**src/rtl/core/png_scanline_unfilter_top_assert.svh**
```systemverilog
// Assertion macros for the scanline unfilter top level.
`ifndef PNG_SCANLINE_UNFILTER_TOP_ASSERT_SVH
`define PNG_SCANLINE_UNFILTER_TOP_ASSERT_SVH

// Same-cycle implication, checked outside reset
`define PSU_ASSERT_NOW(label, ante, cons, msg) \
    label: assert property (@(posedge clk) disable iff (!rst_n) (ante) |-> (cons)) \
        else $error(msg);

// Next-cycle implication, checked outside reset
`define PSU_ASSERT_NEXT(label, ante, cons, msg) \
    label: assert property (@(posedge clk) disable iff (!rst_n) (ante) |=> (cons)) \
        else $error(msg);

`endif

```
**src/rtl/core/psu_pkg.sv**
```systemverilog
package psu_pkg;

    // Register field widths
    localparam int BPP_W     = 3;
    localparam int ROW_W     = 14;
    localparam int CFG_IDX_W = 2;

    localparam int DEF_MAX_ROW_BYTES = 8192;

    // Register indexes on the configuration port
    localparam logic [CFG_IDX_W-1:0] CFG_BPP      = 2'd0;
    localparam logic [CFG_IDX_W-1:0] CFG_ROW_BYTES = 2'd1;

    // Filter types
    typedef enum logic [2:0] {
        FILT_NONE  = 3'd0,
        FILT_SUB   = 3'd1,
        FILT_UP    = 3'd2,
        FILT_AVG   = 3'd3,
        FILT_PAETH = 3'd4
    } filter_t;

    typedef struct packed {
        logic [7:0] data_byte;
        logic       start_of_image;
    } in_t;

    typedef struct packed {
        logic [7:0] pixel_byte;
        logic       row_end;
        logic       bad_filter;
    } out_t;

    // Data byte as handed from the row tracker to the reconstruction stage
    typedef struct packed {
        logic [7:0] x;
        filter_t    filter;
        logic       first_row;
        logic       sticky;
        logic       has_left;
        logic       last;
        logic [1:0] left_sel;
    } item_t;

endpackage

```
**src/rtl/core/psu_recon.sv**
```systemverilog
module psu_recon (
    input  psu_pkg::filter_t filter,
    input  logic [7:0]       x,
    input  logic [7:0]       a,
    input  logic [7:0]       b,
    input  logic [7:0]       c,
    input  logic             sticky,
    output logic [7:0]       v
);

    import psu_pkg::*;

    logic [8:0]        sum_ab;
    logic signed [9:0] pa;
    logic signed [9:0] pb;
    logic signed [9:0] pc;
    logic [9:0]        da;
    logic [9:0]        db;
    logic [9:0]        dc;
    logic [7:0]        paeth;
    logic [7:0]        pred;

    // Distances of p = a + b - c to a, b and c
    always_comb
    begin
        sum_ab = {1'b0, a} + {1'b0, b};
        pa = $signed({2'b00, b}) - $signed({2'b00, c});
        pb = $signed({2'b00, a}) - $signed({2'b00, c});
        pc = $signed({1'b0, sum_ab}) - $signed({1'b0, c, 1'b0});
        da = pa[9] ? 10'(-pa) : 10'(pa);
        db = pb[9] ? 10'(-pb) : 10'(pb);
        dc = pc[9] ? 10'(-pc) : 10'(pc);
        if (da <= db && da <= dc)
        begin
            paeth = a;
        end
        else if (db <= dc)
        begin
            paeth = b;
        end
        else
        begin
            paeth = c;
        end
    end

    // Select predictor and add modulo 256; a sticky bad filter gives zero
    always_comb
    begin
        case (filter)
            FILT_SUB:   pred = a;
            FILT_UP:    pred = b;
            FILT_AVG:   pred = sum_ab[8:1];
            FILT_PAETH: pred = paeth;
            default:    pred = 8'd0;
        endcase
        v = sticky ? 8'd0 : 8'(x + pred);
    end

endmodule

```
**config.mk**
```make
export PLATFORM = sky130hd
export DESIGN_NAME = psu_recon
export DESIGN_NICKNAME = d
export VERILOG_FILES = /design/src/rtl/core/png_scanline_unfilter_top_assert.svh /design/src/rtl/core/psu_pkg.sv /design/src/rtl/core/psu_recon.sv
export SDC_FILE = /design/constraint.sdc
export NUM_CORES = 1
export LEC_CHECK = 0
export BUFFER_PORTS_ARGS = -buffer_cell sky130_fd_sc_hd__buf_2
export CORE_MARGIN = 8
export CORE_UTILIZATION = 59
export DETAILED_ROUTE_END_ITERATION = 10
export PLACE_DENSITY_LB_ADDON = 0.25
export SYNTH_ARGS = -nofsm -noshare
export SYNTH_HDL_FRONTEND = slang
export SYNTH_SLANG_ARGS = --single-unit
```
**constraint.sdc**
```tcl
create_clock -name vclk -period 7.8
set_input_delay 0.39 -clock vclk [all_inputs]
set_output_delay 0.39 -clock vclk [all_outputs]
set_load 0.01 [all_outputs]
```
# == Yosys cells after proc, flatten, opt, wreduce, memory -nomap -nowiden ==
# Cells that the tools add are included.
# totals
latchBits,0
mem_bits_ro,0
input_bits,36
n_memories,0
mem_bits_rw,0
register_bits,0
# classes
order_cmp,3
n_eq_ne,4
mul,0
mux,7
n_reduce_logical,1
div_mod_pow,0
n_addsub,8
n_bitwise,0
n_shift,0
# ops
operator,n
$pmux W8 S4,1
$le A10 B10 Y1,3
$mux W10,3
$mux W8,3
$neg A9 Y10,2
$sub A8 B8 Y9,2
$neg A10 Y10,1
$sub A9 B9 Y10,1
$add A8 B8 Y9,1
$add A8 B8 Y8,1
$eq A3 B2 Y1 const B,2
$eq A3 B1 Y1 const B,1
$eq A3 B3 Y1 const B,1
$logic_and A1 B1 Y1,1

# == Depth between registers and ports, before layout ==
# Gate-level depths: netlist of run 1.
# logic_depth
ltp_word,10
depth_mapped,29
mapped_depth_nobuf,28

# == Least setup slack after synthesis of run 1 ==
# OpenSTA, ideal clock, no wires.
# synth_timing
kind,input to output
from,in a[0]
to,out v[7]
arrival_ps,6333
path_stages,28
path_slack_ps,1077
path_cell_list,ha_1 > fa_1 > xnor2_1 > inv_1 > ha_1 > nor2b_4 > o21a_1 > nor2_2 > xor2_2 > nand3b_2 > or3_1 > or4_1 > ha_1 > nand4_1 > a211oi_1 > a2111oi_2 > nor2_2 > mux2_2 > mux2i_1 > o22ai_1 > ha_1 > a21o_1 > a21oi_1 > o21ai_0 > o41ai_1 > xor2_1 > a21oi_1 > nor3b_1
# synth_via
elab_chain_len,10
word_cells_on_any_way,16
# synth_rtl
item,line,text
"start, declared",psu_recon.sv:4,"input logic [7:0] a,"
$add A8 B8 Y9,psu_recon.sv:26,"sum_ab = {1'b0, a} + {1'b0, b};"
$sub A9 B9 Y10,psu_recon.sv:29,"pc = $signed({1'b0, sum_ab}) - $signed({1'b0, c, 1'b0});"
$neg A10 Y10,psu_recon.sv:32,dc = pc[9] ? 10'(-pc) : 10'(pc);
$mux W10,psu_recon.sv:32,
"$le A10 B10 Y1, on equally long branches","psu_recon.sv:37, psu_recon.sv:33",
$mux W8 / $logic_and A1 B1 Y1 (equally long branches),"psu_recon.sv:37, psu_recon.sv:33",
$mux W8,psu_recon.sv:33,if (da <= db && da <= dc)
$pmux W8 S4 *,psu_recon.sv:50,case (filter)
$add A8 B8 Y8 *,psu_recon.sv:57,v = sticky ? 8'd0 : 8'(x + pred);
$mux W8 *,psu_recon.sv:57,
"end, declared",psu_recon.sv:8,output logic [7:0] v
# Every way passes the cells marked *; elsewhere a longest branch is shown, timed or not.

# == Worst setup path after layout of run 1 ==
# Ends and elaborated chain as after synthesis.

==> metrics, run 1 <==
status=finished clean; CP max FO=5; Core Region=5170 um^2; number of global-route vias before repair=between 3000 and 4000; Bufs and invs on worst path=2; P&R area growth vs syn=12.1%; final setup TNS=0 ns; first-pass GRT wire length=15200 um; synthesized area=3180 um^2; YS warnings=0; post-layout util=0.689; top cells by area, synth=ha_1, xnor2_1, xor2_1, nor2_1, a21oi_1; hold buffer count at cts=0; Routed WL per cell=17.9 um; post-synthesis sequential area ratio=0; area occupied by multi-input gates=3100 um^2; CP Capture Type=output port; P_leak=1.72 nW; grt met3 use=0.0395; via count=3347; share of layout cells above drive strength 1=0.184; Power Total=approximately 0.00068 W; CLK BUF=0; I/O Buffers=between 40 and 50; post-synth top area share=0.279; drt first pass iters=5; Post-DP HPWL=8070 um; gr ovfl total=0; Max Fclk=134 MHz; Seq. cell area=0 um^2; # nets final=577; design area=between 3000 and 4000 um^2; boundary pin count=44; CP Launch Type=input port; Layout fillers=438; num rows=26; Max Cap Viol=0; height of the chip=89.4 um; 1st-iter DRT viols=186; vias per inst=between 6 and 7; Worst-Margin Slew=0.565 ns; DRC violations left=0; antenna fix cells=0; Top Family by Delay on Critical Path=compound AO/OA/AOI/OAI gates; Peak VDD IR=88.9 uV; Final Hold Viols=0; largest net degree at the start of global routing=16; Initial Util=0.615; Final Max Slew Viols=0; final worst-path cycle share=0.959; PwrDens=191 nW/um^2; synthesized instance count=approximately 420; min-delay worst type=input port to output port; Cell variety after synth=60; top cells by count, synth=ha_1, nor2_1, xnor2_1; Final Setup Violations=0; die area=around 8000 um^2; DIE WIDTH=89.4 um; layer carrying the most global-route usage=met2; DRT antenna net count=0; M1 GR Usage=0.294; initial antenna violation count=1; Global Route met2 Usage=0.408; Post-Route WL=between 9000 and 10000 um; Global Route Usage Sum=0.238; most used cell, CP=ha_1; average size of a mapped cell=7.65 um^2; count leader, synth=ha_1; CP Data Required Time=around 7.4 ns; WP data arrival=7.09 ns; worst setup path class=input port to output port; Placer Congestion=0.968; Seq cells=0; Min Clock Period, post-route=7.48 ns; Slowest-stage cell, CP=or4_1; critical path's largest stage delay=0.52 ns; post-synth top area cell=ha_1; Slew HR=0.623; area post-placement=around 3500 um^2
repair_timing:
item	4_1_cts	5_1_grt
setup endpoints to repair	0	2
resized for setup	0	13
setup buffers	0	5
stage by stage:
| stage | hold slack [ns] | worst slack (ns) | instances |
|---|---|---|---|
| floorplan | 0.826 | 1.08 | 418 |
| global placement | 1.13 | 0.407 | 528 |
| detailed placement | 1.14 | 0.188 | 528 |
| CTS | 1.14 | 0.145 | 528 |
| global route | 1.17 | -0.0686 | 533 |
| finish | 1.14 | 0.318 | 533 |
cells by family after synthesis:
group                    share of synthesized area
AND/OR/NAND/NOR                              0.199
AO/OA/AOI/OAI                                0.246
adder cells (fa/ha/maj)                      0.311
XOR/XNOR                                     0.140
buffers and inverters                       0.0417
multiplexers                                0.0602
other                                      0.00236
worst min-delay path, cell delays in order:
cell	delay [ns]
buf_2	0.17
nor2_1	0.06
buf_2	0.13
cell usage in the layout, fill, tap and decap left out, types with 6 or more instances in the layout:
cell and instances:
mux2i_1 9, a21o_1 14, nand2_1 15, xor2_1 16, nand4_1 6, nand3_1 12
nor3_1 9, o22ai_1 6, buf_2 44, inv_1 28, ha_1 71, nor2_1 35
o21a_1 6, o21ai_0 15, a21oi_1 25, xnor2_1 31, mux2_2 9, nor2b_1 7
routing by layer:
layer	vias up	share of wire
met5	-	0.0014
met4	2	0.029
met3	26	0.071
met2	144	0.46
met1	1537	0.43
li1	1638	-
power by group:
part	total, W	internal, W	switching (W)
Sequential	0	0	0
Clock	0	0	0
Combinational	0.000679	0.000291	0.000389
Total	0.000679	0.000291	0.000389
worst paths after layout:
path	startpoint	to	slack, ns	cells past startpoint
worst max-delay path	a[0]	v[7]	0.32	30
worst min-delay path	sticky	v[2]	1.14	3
final cells by class:
type	count	area share
inverter	30	0.0316
multi-input combinational	383	0.870
tap	70	0.0246
timing repair buffer	50	0.0737
Power figures use the tool's default switching activity.
==> run 2, diff against run 1 <==
--- a/config.mk
+++ b/config.mk
@@ -7,7 +7,7 @@
 export LEC_CHECK = 0
 export BUFFER_PORTS_ARGS = -buffer_cell sky130_fd_sc_hd__buf_2
 export CORE_MARGIN = 8
-export CORE_UTILIZATION = 59
+export CORE_UTILIZATION = 54
 export DETAILED_ROUTE_END_ITERATION = 10
 export PLACE_DENSITY_LB_ADDON = 0.25
 export SYNTH_ARGS = -nofsm -noshare
==> run 2 against run 1 <==
Compared with the run above:
- final cell count rose by 0.19%
- global-route usage is 2.6 points lower
- maximum frequency up 1.2%
- routed wire length down 3.4%
- utilization fell by 7.4 points
- worst setup slack improved by 0.086 ns
- worst hold slack lost 0.018 ns
- critical endpoint unchanged
- largest power group unchanged
==> metrics, run 2 (synthesis gave the netlist of run 1 again) <==
leading cell type in the layout, fill and taps excluded=ha_1; number of global-route vias before repair=3289 (+0.74%); share of layout cells above drive strength 1=0.183 (-0.000579); area post-placement=3490 um^2 (+0.18%); min-delay worst type=input port to output port; antenna fix cells=0 (unchanged); DRT antenna net count=0 (unchanged); post-layout util=0.616 (-0.0739); Routed WL per cell=17.2 um (-3.6%); Final Hold Viols=0 (unchanged); gr ovfl total=0 (unchanged); status=finished clean; num rows=28 (+7.7%); design area=3580 um^2 (+0.39%); setup ws final=0.404 ns (+0.0857 ns); CP Capture Type=output port; P&R area growth vs syn=12.5%; Worst-Margin Slew=0.568 ns (+0.00281 ns); Core Region=5820 um^2 (+12%); Max Cap Viol=0 (unchanged); 1st-iter DRT viols=266 (+43%); initial antenna violation count=0 (-1); most frequent cells in the layout=ha_1, buf_2, nor2_1, xnor2_1, inv_1; I/O Buffers=44 (unchanged); Global Route Usage Sum=0.211 (-0.0265); CP max FO=7 (+2); worst setup path class=input port to output port; largest net degree at the start of global routing=16 (unchanged); via count=3325 (-0.66%); boundary pin count=44 (unchanged); Min Clock Period, post-route=7.40 ns (-0.0857 ns); WP data arrival=7.01 ns (-0.08 ns); area occupied by multi-input gates=3140 um^2 (+1.1%); Power Total=0.000681 W (+0.17%); Seq. cell area=0 um^2 (unchanged); vias per inst=6.23 (-0.84%); Slowest-stage cell, CP=fa_2; Layout fillers=537 (+23%); DIE WIDTH=92.7 um (+3.7%); first-pass GRT wire length=15400 um (+1.5%); height of the chip=92.7 um (+3.7%); die area=8600 um^2 (+7.6%); worst slack, placed=0.196 ns (+0.00731 ns); CP Launch Type=input port; Seq cells=0 (unchanged); Final Max Slew Viols=0 (unchanged); Max Fclk=135 MHz (+1.2%); Initial Util=0.547 (-0.0680); Final Setup Violations=0 (unchanged); Peak VDD IR=121 uV (+36%); PwrDens=190 nW/um^2 (-0.21%); Slew HR=0.618 (-0.00521); # nets final=573 (-0.69%); CLK BUF=0 (unchanged); Post-DP HPWL=7980 um (-1.1%); critical path's largest stage delay=0.54 ns (+0.02 ns); Post-Route WL=9200 um (-3.4%); final worst-path cycle share=0.948 (-0.0110); Placer Congestion=0.933 (-3.6%); drt first pass iters=5 (unchanged); DRC violations left=0 (unchanged); worst hold slack=1.13 ns (-0.0178 ns); CP Data Required Time=7.41 ns (about the same); P_leak=1.72 nW (-0.20%)
## run 2: layer usage
metal  vias up  wire length (um)  track usage
met5         -                 0            0
met4         0               159       0.0403
met3        16               482       0.0162
met2       123              4440        0.377
met1      1555              4120        0.270
li1       1631                 -            -
## run 2: through the flow
stage                     cells  TNS [ns]
final                       534         0
after global placement      533         0
after floorplan             418         0
after CTS                   533         0
after global routing        534   -0.0829
after detailed placement    533         0
## run 2: layout make-up
class,count,share of cell area
multi-input combinational,383,0.877
timing repair buffer,46,0.0657
inverter,30,0.0315
tap,75,0.0262
## run 2: worst max-delay path, delay by kind of cell
family,cells,cell delay [ns]
buffers and inverters,3,0.32
AND/OR/NAND/NOR,5,1.01
XOR/XNOR,2,0.39
adder cells (fa/ha/maj),6,2.02
multiplexers,1,0.15
AO/OA/AOI/OAI,13,2.69
## run 2: repair_timing
| action | CTS | global route |
|---|---|---|
| endpoints found under the setup margin | 0 | 2 |
| hold buffers | 0 | 0 |
| resized for setup | 0 | 16 |
| buffers inserted | 0 | 1 |
## run 2: path summary, 6_finish.rpt
kind	from	to	slack [ns]	cells past startpoint
worst max-delay path	a[0]	v[7]	0.40	30
worst min-delay path	sticky	v[2]	1.13	3
## run 2: power breakdown
group          switching [W]  internal [W]
clock network              0             0
registers                  0             0
logic               0.000388      0.000292
