===== src/rtl/core/png_scanline_unfilter_top_assert.svh =====
// Assertion macros for the scanline unfilter top level.
`ifndef PNG_SCANLINE_UNFILTER_TOP_ASSERT_SVH
`define PNG_SCANLINE_UNFILTER_TOP_ASSERT_SVH

// Same-cycle implication, checked outside reset
`define PSU_ASSERT_NOW(label, ante, cons, msg) \
    label: assert property (@(posedge clk) disable iff (!rst_n) (ante) |-> (cons)) \
        else $error(msg);

// Next-cycle implication, checked outside reset
`define PSU_ASSERT_NEXT(label, ante, cons, msg) \
    label: assert property (@(posedge clk) disable iff (!rst_n) (ante) |=> (cons)) \
        else $error(msg);

`endif


===== src/rtl/core/psu_pkg.sv =====
package psu_pkg;

    // Register field widths
    localparam int BPP_W     = 3;
    localparam int ROW_W     = 14;
    localparam int CFG_IDX_W = 2;

    localparam int DEF_MAX_ROW_BYTES = 8192;

    // Register indexes on the configuration port
    localparam logic [CFG_IDX_W-1:0] CFG_BPP      = 2'd0;
    localparam logic [CFG_IDX_W-1:0] CFG_ROW_BYTES = 2'd1;

    // Filter types
    typedef enum logic [2:0] {
        FILT_NONE  = 3'd0,
        FILT_SUB   = 3'd1,
        FILT_UP    = 3'd2,
        FILT_AVG   = 3'd3,
        FILT_PAETH = 3'd4
    } filter_t;

    typedef struct packed {
        logic [7:0] data_byte;
        logic       start_of_image;
    } in_t;

    typedef struct packed {
        logic [7:0] pixel_byte;
        logic       row_end;
        logic       bad_filter;
    } out_t;

    // Data byte as handed from the row tracker to the reconstruction stage
    typedef struct packed {
        logic [7:0] x;
        filter_t    filter;
        logic       first_row;
        logic       sticky;
        logic       has_left;
        logic       last;
        logic [1:0] left_sel;
    } item_t;

endpackage


===== src/rtl/core/psu_row_track.sv =====
module psu_row_track #(
    parameter int MAX_ROW_BYTES = psu_pkg::DEF_MAX_ROW_BYTES,
    parameter int ADDR_W        = 13
) (
    input  logic                       clk,
    input  logic                       rst_n,
    input  logic                       accept,
    input  psu_pkg::in_t               in_item,
    input  logic [psu_pkg::BPP_W-1:0]  bpp,
    input  logic [psu_pkg::ROW_W-1:0]  row_bytes,
    output logic                       data_go,
    output psu_pkg::item_t             item,
    output logic [ADDR_W-1:0]          rd_addr
);

    import psu_pkg::*;

    localparam int CNT_W = $clog2(MAX_ROW_BYTES + 1);
    localparam int RW    = (CNT_W > ROW_W) ? CNT_W : ROW_W;

    logic [RW-1:0]    column_reg;
    logic [RW-1:0]    column_next;
    logic             awaiting_reg;
    logic             awaiting_next;
    logic             first_row_reg;
    logic             first_row_next;
    logic             sticky_reg;
    logic             sticky_next;
    filter_t          filter_reg;
    filter_t          filter_next;

    logic [RW-1:0]    rb_eff;
    logic [RW-1:0]    rb_m1;
    logic [RW-1:0]    col_eff;
    logic [BPP_W-1:0] bpp_eff;
    logic             is_filter;
    logic             first_eff;
    logic             sticky_eff;
    logic             good_code;
    logic             last;

    // Clamp registers to their working range
    always_comb
    begin
        if (row_bytes == '0)
        begin
            rb_eff = RW'(1);
        end
        else if (RW'(row_bytes) > RW'(MAX_ROW_BYTES))
        begin
            rb_eff = RW'(MAX_ROW_BYTES);
        end
        else
        begin
            rb_eff = RW'(row_bytes);
        end
        rb_m1 = rb_eff - RW'(1);

        if (bpp == '0)
        begin
            bpp_eff = BPP_W'(1);
        end
        else if (bpp > BPP_W'(4))
        begin
            bpp_eff = BPP_W'(4);
        end
        else
        begin
            bpp_eff = bpp;
        end
    end

    // Classify the byte and advance the row position
    always_comb
    begin
        is_filter  = in_item.start_of_image || awaiting_reg;
        first_eff  = in_item.start_of_image ? 1'b1 : first_row_reg;
        sticky_eff = in_item.start_of_image ? 1'b0 : sticky_reg;
        good_code  = in_item.data_byte <= 8'(FILT_PAETH);
        col_eff    = (column_reg >= rb_eff) ? rb_m1 : column_reg;
        last       = (col_eff == rb_m1);

        column_next    = column_reg;
        awaiting_next  = awaiting_reg;
        first_row_next = first_row_reg;
        sticky_next    = sticky_reg;
        filter_next    = filter_reg;

        if (accept)
        begin
            if (is_filter)
            begin
                column_next    = '0;
                awaiting_next  = 1'b0;
                first_row_next = first_eff;
                sticky_next    = sticky_eff || !good_code;
                filter_next    = good_code ? filter_t'(in_item.data_byte[2:0]) : FILT_NONE;
            end
            else
            begin
                column_next    = last ? '0 : col_eff + RW'(1);
                awaiting_next  = last;
                first_row_next = last ? 1'b0 : first_row_reg;
            end
        end
    end

    // Hold row state
    always_ff @(posedge clk or negedge rst_n)
    begin
        if (!rst_n)
        begin
            column_reg    <= '0;
            awaiting_reg  <= 1'b1;
            first_row_reg <= 1'b1;
            sticky_reg    <= 1'b0;
            filter_reg    <= FILT_NONE;
        end
        else
        begin
            column_reg    <= column_next;
            awaiting_reg  <= awaiting_next;
            first_row_reg <= first_row_next;
            sticky_reg    <= sticky_next;
            filter_reg    <= filter_next;
        end
    end

    // Describe the data byte for the next stage
    always_comb
    begin
        data_go        = accept && !is_filter;
        item.x         = in_item.data_byte;
        item.filter    = filter_reg;
        item.first_row = first_row_reg;
        item.sticky    = sticky_reg;
        item.has_left  = col_eff >= RW'(bpp_eff);
        item.last      = last;
        item.left_sel  = 2'(bpp_eff - BPP_W'(1));
        rd_addr        = col_eff[ADDR_W-1:0];
    end

endmodule


===== config.mk =====
export PLATFORM = sky130hd
export DESIGN_NAME = psu_row_track
export DESIGN_NICKNAME = d
export VERILOG_FILES = /design/src/rtl/core/png_scanline_unfilter_top_assert.svh /design/src/rtl/core/psu_pkg.sv /design/src/rtl/core/psu_row_track.sv
export SDC_FILE = /design/constraint.sdc
export NUM_CORES = 1
export LEC_CHECK = 0
export ABC_AREA = 1
export BUFFER_PORTS_ARGS = -buffer_cell sky130_fd_sc_hd__buf_2
export CORE_MARGIN = 8
export CORE_UTILIZATION = 51
export DETAILED_ROUTE_END_ITERATION = 8
export PLACE_DENSITY = 0.78
export SETUP_SLACK_MARGIN = 0.3
export SLEW_MARGIN = 30
export SYNTH_ARGS = -nofsm -noshare
export SYNTH_HDL_FRONTEND = slang
export SYNTH_SLANG_ARGS = --single-unit

===== constraint.sdc =====
create_clock -name clk -period 3.5 [get_ports clk]
set_input_delay 0.35 -clock clk [delete_from_list [all_inputs] [get_ports clk]]
set_output_delay 0.35 -clock clk [all_outputs]
set_load 0.03 [all_outputs]

* Word-level counts from Yosys, hierarchy flattened
Cells that the tools add are included. Widths: inputs -> output; s select.
Operators by class: add/sub/neg operators 3, $lt $le $gt $ge 5, equal/unequal tests 2, reductions and logical operators 10, muxes and demuxes 13
Operators by type and width (count):
- $mux 14 | 5
- $add 14x1->14 const B | 1
- $eq 14x14->1 | 1
- $ge 14x14->1 | 1
- $ge 14x3->1 | 1
- $gt 14x14->1 const B | 1
- $logic_not 14->1 | 1
- $sub 14x1->14 const B | 1
- $mux 3 | 3
- $le 8x3->1 const B | 1
- $mux 1 | 5
- $gt 3x3->1 const B | 1
- $logic_not 3->1 | 1
- $reduce_and 3->1 | 1
- $logic_not 1->1 | 2
- $logic_or 1x1->1 | 2
- $ne 2x2->1 const B | 1
- $reduce_and 2->1 | 1
- $reduce_bool 2->1 | 1
- $sub 2x1->2 const B | 1
- $logic_and 1x1->1 | 1
Storage, ports and cells: bits in registers 20, output and inout port bits 31, input bits 29

* Logic depth before layout (Yosys ltp)
Gate-level depths: netlist of the first run.
word-level depth 8, depth in mapped cells 31

* Least setup slack after synthesis of the first run
OpenSTA, ideal clock, no wires.
path kind in2out, start point input row_bytes[2] in the netlist's numbering, end point output item[3] in the netlist's numbering, arrival time 3606 ps, stages 24, path slack -456 ps, required time 3150 ps, path through buf_6 nor2_1 nand2_1 nor2_1 nand2_2 nand2_4 buf_6 nand2_1 ha_1 nand2_1 inv_1 nand2_1 nand2_1 a21oi_1 nand3_2 buf_4 nand2_1 nand2_1 ha_1 a21boi_0 o21ai_0 nand4_1 nor4_1 nand4_1
RTL lines:
- start: declaration | RTL line psu_row_track.sv:10 | input logic [psu_pkg::ROW_W-1:0] row_bytes,
- end: declaration | RTL line psu_row_track.sv:12 | output psu_pkg::item_t item,

==> results of run 1 <==
## worst paths after layout
| check | endpoint | slack [ns] | cells after the start |
|---|---|---|---|
| min in group clk | column_reg[0]$_DFFE_PN0P_ | 0.34 | 2 |
| worst max-delay path | item[3] | -0.06 | 24 |
| worst min-delay path | column_reg[11]$_DFFE_PN0P_ | 0.03 | 1 |
| worst max register to register | column_reg[13]$_DFFE_PN0P_ | 0.58 | 17 |
| max in group asynchronous | first_row_reg$_DFFE_PN1P_ | 3.12 | 1 |
| worst min register to register | awaiting_reg$_DFFE_PN1P_ | 0.47 | 2 |
## area by class of cell
cell class | count | share of cell area, %
Multi-Input combinational cell | 372 | 57.4
Tap cell | 72 | 2.13
Sequential cell | 20 | 11.9
Clock buffer | 4 | 1.30
Inverter | 73 | 6.61
Timing Repair Buffer | 117 | 20.7
## worst register-to-register path: stages, from the launching register on
cell and delay (ns):
dfrtp_1 0.42, ha_1 0.35, nand2_1 0.14, nor3_2 0.22
nand3_2 0.13, nand3_4 0.16, buf_4 0.14, buf_12 0.16
nand3_1 0.12, nand2_2 0.14, buf_4 0.14, nand2_2 0.08
nor3_4 0.27, nand3_1 0.12, nand2_1 0.08, clkinv_1 0.05
nand2_1 0.05, nand2_1 0.05
## cell families (layout without fill, tap and decap cells)
family          Yosys count  count (layout)
flops                    20              20
buf+inv                  91             194
simple gates            311             313
xor+xnor                  7               7
compound gates           33              33
fa+ha+maj                19              19
## power breakdown
group          leakage (nW)  internal [mW]  switching [mW]
Combinational          2.00          0.488           0.726
Clock                0.0288          0.100          0.0781
Sequential            0.264          0.259          0.0374
## routing by layer
layer  wire [um]  share of wire, %  up-vias  track usage [%]
li1            -                 -     1735                -
met1        3970                39     1640             26.8
met2        5330                52      174             39.3
met3         657               6.4       28             2.74
met4         310               3.0        0             9.43
met5           0                 0        -                0
## placed cells by master, fill, tap and decap left out, types with 18 or more instances in the layout
master | synthesis | final
buf_4 | 12 | 52
nand2_2 | 10 | 25
buf_2 | 2 | 42
inv_1 | 68 | 61
nand3_1 | 43 | 37
dfrtp_1 | 18 | 18
buf_6 | 3 | 21
nand2_1 | 169 | 141
nor2_1 | 55 | 35
## timing repair
item	4_1_cts	5_1_grt
cloned	1	1
setup buffers	5	10
hold buffers	0	0
hold endpoints to repair	0	0
gates resized for setup	36	85
pin swaps	27	42
endpoints found under the setup margin	25	28
## stage by stage
step | hold slack, ns | total power [mW] | setup slack, ns | utilization (%)
floorplan | 0.0544 | 0.965 | -0.121 | -
global placement | 0.316 | 1.24 | -0.209 | 66.4
detailed placement | 0.322 | 1.26 | -0.355 | 66.4
CTS | 0.0432 | 1.52 | 0.00160 | 71.0
global route | 0.0635 | 1.79 | -0.265 | 77.9
finish | 0.0300 | 1.69 | -0.0620 | 77.9
==> impl_metrics.env, run 1 <==
export IMPL_status="complete, but fails checks"
export IMPL_violations="negative setup slack"
export IMPL_antenna_found_initial=0
export IMPL_largest_reg_flops=14
export IMPL_synth_adder_area_share_pct=8.37
export IMPL_htree_levels=1
export IMPL_die_h_um=90.6
export IMPL_fin_setup_tns_ns=-0.0620
export IMPL_min_period_ns=3.56
export IMPL_cp_arrival_ns=3.21
export IMPL_areaGrowthSynthToFinish_pct=49.2
export IMPL_hpwl_um=7480
export IMPL_worst_setup_path_start_kind="primary input"
export IMPL_setup_worst_path_start="row_bytes[2]"
export IMPL_regArea_um2=503
export IMPL_die_w_um=90.6
export IMPL_dp_cells=637
export IMPL_synth_nets=529
export IMPL_finalNetCount=635
export IMPL_place_area_um2=3610
export IMPL_yosysTopAreaCell="nand2_1"
export IMPL_synth_edf_count=0
export IMPL_crit_fanout=8
export IMPL_yosys_area_share_simple_pct=49.3
export IMPL_peakVddDrop_uv=445
export IMPL_synth_compound_area_share_pct=7.93
export IMPL_relSlewSlack_pct=38.5
export IMPL_leakage_nw=2.30
export IMPL_die_area_um2=8210
export IMPL_synth_cells=481
export IMPL_synthesis_area_um2=2840
export IMPL_endpoint_kind="primary output"
export IMPL_setup_viol=1
export IMPL_ys_seq_elements=20
export IMPL_wire_per_inst_um=15.6
export IMPL_slowest_stage="ha_4"
export IMPL_ioPinCount=60
export IMPL_finalWeightedCongestion=0.962
export IMPL_reg2reg_from="column_reg[13]$_DFFE_PN0P_"
export IMPL_muxShareOfSynthArea_pct=0
export IMPL_critPathKind="in2out"
export IMPL_n_antenna_cell=0
export IMPL_path_cells="buf_6 > nor2_2 > nand2_1 > nor2_4 > nand2_4 > nand2_8 > nand2_4 > ha_4 > nand2_4 > inv_2 > nand2_2 > nand2_2 > a21oi_4 > nand3_4 > inv_2 > nand2_2 > nand2_4 > clkinvlp_4 > ha_4 > o21ai_1 > nand4_1 > nor4_2 > nand4_1 > buf_6"
export IMPL_slowest_delay_ns=0.26
export IMPL_rows=27
export IMPL_grt_pass1_wl_um=15600
export IMPL_cts_tree="done"
export IMPL_fmax_mhz=281
export IMPL_port_buffers=59
export IMPL_cts_max_path_buffers=2
export IMPL_initial_utilization_pct=52.2
export IMPL_track_usage_pct=22.4
export IMPL_drt_iter0_drc=335
export IMPL_drive_gt1_share_pct=39.8
export IMPL_path_common_cell="nand2_4"
export IMPL_clkTransAtPathRegs_ns=0.07
export IMPL_synth_yosys_seq_area_share_pct=17.7
export IMPL_fin_area_um2=4240
export IMPL_synthXorXnorAreaFrac_pct=2.16
export IMPL_cts_inserted_buffers=3
export IMPL_avgSynthCellArea_um2=5.90
export IMPL_fill_cells=380
export IMPL_multi_input_comb_area_um2=2430
export IMPL_grt_max_degree=21
export IMPL_fin_ws_ns=-0.0620
export IMPL_via_per_inst=5.44
export IMPL_final_max_slew_viol_count=0
export IMPL_p_per_area_nw_per_um2=398
export IMPL_fin_skew_ns=0.00224
export IMPL_synth_area_leaders="nand2_1 22%, dfrtp_1 16%, inv_1 9.0%"
export IMPL_yosys_warnings=0
export IMPL_cp_required_ns=3.15
export IMPL_path_delay_family="simple AND/OR/NAND/NOR gates"
export IMPL_drt_first_pass_iters=5
export IMPL_final_cells=658
export IMPL_core_area_um2=5440
export IMPL_yosys_cell_count_top_type="nand2_1"
export IMPL_vias=3577
export IMPL_overflow=0
export IMPL_clock_latency_ns=0.26
export IMPL_drcViolationCount=0
export IMPL_synth_main_ff_cell="dfrtp_1"
export IMPL_period_share_pct=102
export IMPL_hold_viol=0
export IMPL_drtAntennaViolNets=0
export IMPL_clockRootBuffer="clkbuf_8"
export IMPL_ys_types=40
export IMPL_cap_violations=0
export IMPL_yosysTopAreaCellShare_pct=22.3
export IMPL_yosys_top_cells_count="169 x nand2_1, 68 x inv_1, 55 x nor2_1, 43 x nand3_1, 19 x ha_1"
export IMPL_synth_top_family_by_area="simple AND/OR/NAND/NOR gates"
export IMPL_rsz0062_at_grt="yes"
export IMPL_wl_um=10300
export IMPL_tightest_slew_ns=0.899
export IMPL_crit_buf_inv=5
export IMPL_clock_sinks=20
export IMPL_async_flop_share_pct=100
export IMPL_first_global_vias=3412
export IMPL_hold_path_class="in2async"
No activity file was read; power rests on OpenSTA's default activity.
==> inputs of run 2 (changes only) <==
HOLD_SLACK_MARGIN = 0.12   (was unset)
==> impl_metrics.env, run 2 (same netlist as run 1, synthesis figures left out) <==
export IMPL_setup_worst_path_start="row_bytes[2]"
export IMPL_dp_cells=637
export IMPL_mostFrequentLayoutCells="141 x nand2_1, 61 x inv_1, 52 x buf_4"
export IMPL_n_antenna_cell=0
export IMPL_ioPinCount=60
export IMPL_cap_violations=0
export IMPL_drcViolationCount=0
export IMPL_critPathKind="in2out"
export IMPL_switchingPower_mw=0.845
export IMPL_die_h_um=90.6
export IMPL_clockRootBuffer="clkbuf_8"
export IMPL_comb_power_share_pct=72.0
export IMPL_crit_fanout=8
export IMPL_endpoint_kind="primary output"
export IMPL_min_period_ns=3.57
export IMPL_p_per_area_nw_per_um2=398
export IMPL_initial_utilization_pct=52.2
export IMPL_cts_max_path_buffers=2
export IMPL_first_global_vias=3417
export IMPL_wl_um=10300
export IMPL_hpwl_um=7480
export IMPL_status="complete, but fails checks"
export IMPL_drive_gt1_share_pct=39.7
export IMPL_hold_worst_slack_ns=0.352
export IMPL_final_cells=659
export IMPL_worst_setup_path_start_kind="primary input"
export IMPL_reg2reg_from="column_reg[13]$_DFFE_PN0P_"
export IMPL_htree_levels=1
export IMPL_fin_setup_tns_ns=-0.0658
export IMPL_period_share_pct=102
export IMPL_relSlewSlack_pct=39.8
export IMPL_fin_skew_ns=0.00234
export IMPL_place_area_um2=3610
export IMPL_power_mw=1.69
export IMPL_layout_commonest_cell="nand2_1"
export IMPL_clock_latency_ns=0.26
export IMPL_p_seq_share_pct=17.5
export IMPL_violations="negative setup slack"
export IMPL_wire_per_inst_um=15.7
export IMPL_antenna_found_initial=0
export IMPL_die_w_um=90.6
export IMPL_fin_area_um2=4250
export IMPL_port_buffers=59
export IMPL_finalNetCount=636
export IMPL_setup_viol=1
export IMPL_drt_iter0_drc=254
export IMPL_rsz0062_at_grt="yes"
export IMPL_grt_max_degree=21
export IMPL_vias=3580
export IMPL_leakage_nw=2.30
export IMPL_r2r_end="column_reg[13]$_DFFE_PN0P_"
export IMPL_overflow=0
export IMPL_grt_pass1_wl_um=15600
export IMPL_cp_required_ns=3.15
export IMPL_hold_path_class="in2reg"
export IMPL_p_sw_share_pct=49.9
export IMPL_areaGrowthSynthToFinish_pct=49.6
export IMPL_final_max_slew_viol_count=0
export IMPL_rrSetupSlack_ns=0.60
export IMPL_fin_ws_ns=-0.0658
export IMPL_fmax_mhz=280
export IMPL_drtAntennaViolNets=0
export IMPL_cp_endpoint="item[3]"
export IMPL_intPower_mw=0.848
export IMPL_die_area_um2=8210
export IMPL_cts_inserted_buffers=3
export IMPL_cts_tree="done"
export IMPL_peakVddDrop_uv=445
export IMPL_finalWeightedCongestion=0.962
export IMPL_p_clk_share_pct=10.5
export IMPL_rows=27
export IMPL_via_per_inst=5.43
export IMPL_track_usage_pct=22.5
export IMPL_tightest_slew_ns=0.880
export IMPL_largest_reg_flops=14
export IMPL_core_area_um2=5440
export IMPL_cp_arrival_ns=3.22
export IMPL_clock_sinks=20
export IMPL_clkTransAtPathRegs_ns=0.07
export IMPL_reg2regPathDepth=17
export IMPL_hold_viol=0
export IMPL_drt_first_pass_iters=5
run 2: through the flow:
stage / worst slack [ns] / util [%]
after floorplan: -0.121 / -
after global placement: -0.209 / 66.4
after detailed placement: -0.355 / 66.4
after CTS: 0.00160 / 71.2
after global routing: -0.265 / 78.1
final: -0.0658 / 78.1
run 2: final cells by class:
class / count / area, um^2
multi-input cells: 372 / 2430
fillers: 379 / 1190
repair buffers: 118 / 887
flip-flops and latches: 20 / 503
inverters: 73 / 280
well taps: 72 / 90.1
clock buffers: 4 / 55.1
run 2: worst max-delay path: stages:
cell and delay, ns:
buf_6 0.09, nor2_2 0.09, nand2_1 0.10, nor2_4 0.11
nand2_4 0.09, nand2_8 0.14, nand2_4 0.07, ha_4 0.26
nand2_4 0.08, inv_2 0.04, nand2_2 0.05, nand2_2 0.06
a21oi_4 0.20, nand3_4 0.14, nand2_2 0.10, nand2_2 0.07
inv_2 0.09, ha_4 0.20, inv_2 0.05, a21boi_2 0.05
o21ai_1 0.12, nand4_1 0.11, nor4_2 0.23, nand4_1 0.14
buf_6 0.16
run 2: layer usage:
| metal | part of all wire [%] | global-route usage (%) | wire length (um) |
|---|---|---|---|
| met2 | 52 | 39.4 | 5380 |
| met1 | 40 | 26.8 | 4100 |
| met4 | 2.9 | 9.43 | 302 |
| met3 | 5.3 | 2.83 | 551 |
| met5 | 0 | 0 | 0 |
run 2: what timing repair did:
action | in CTS | in global routing
gates resized for setup | 36 | 85
endpoints found under the hold margin | 18 | 0
pin swaps | 27 | 42
setup buffers | 5 | 10
hold buffers | 1 | 0
gates cloned | 1 | 1
endpoints found under the setup margin | 25 | 28
run 2: worst min-delay path by stage:
stage	start	to	slack, ns	depth (start not counted)
floorplan	rst_n	column_reg[0]$_DFFE_PN0P_	0.05	0
global placement	rst_n	column_reg[11]$_DFFE_PN0P_	0.32	1
detailed placement	rst_n	column_reg[11]$_DFFE_PN0P_	0.32	1
CTS	accept	column_reg[0]$_DFFE_PN0P_	0.34	2
global route	accept	column_reg[0]$_DFFE_PN0P_	0.36	2
finish	in_item[1]	filter_reg[0]$_DFFE_PN0P_	0.35	3
run 2: power by group through the flow:
| stage | Clock (mW) | Sequential (mW) | Combinational [mW] |
|---|---|---|---|
| floorplan | 0 | 0.285 | 0.679 |
| global placement | 0 | 0.297 | 0.940 |
| detailed placement | 0 | 0.297 | 0.966 |
| CTS | 0.178 | 0.294 | 1.05 |
| global route | 0.187 | 0.298 | 1.31 |
| finish | 0.178 | 0.296 | 1.22 |
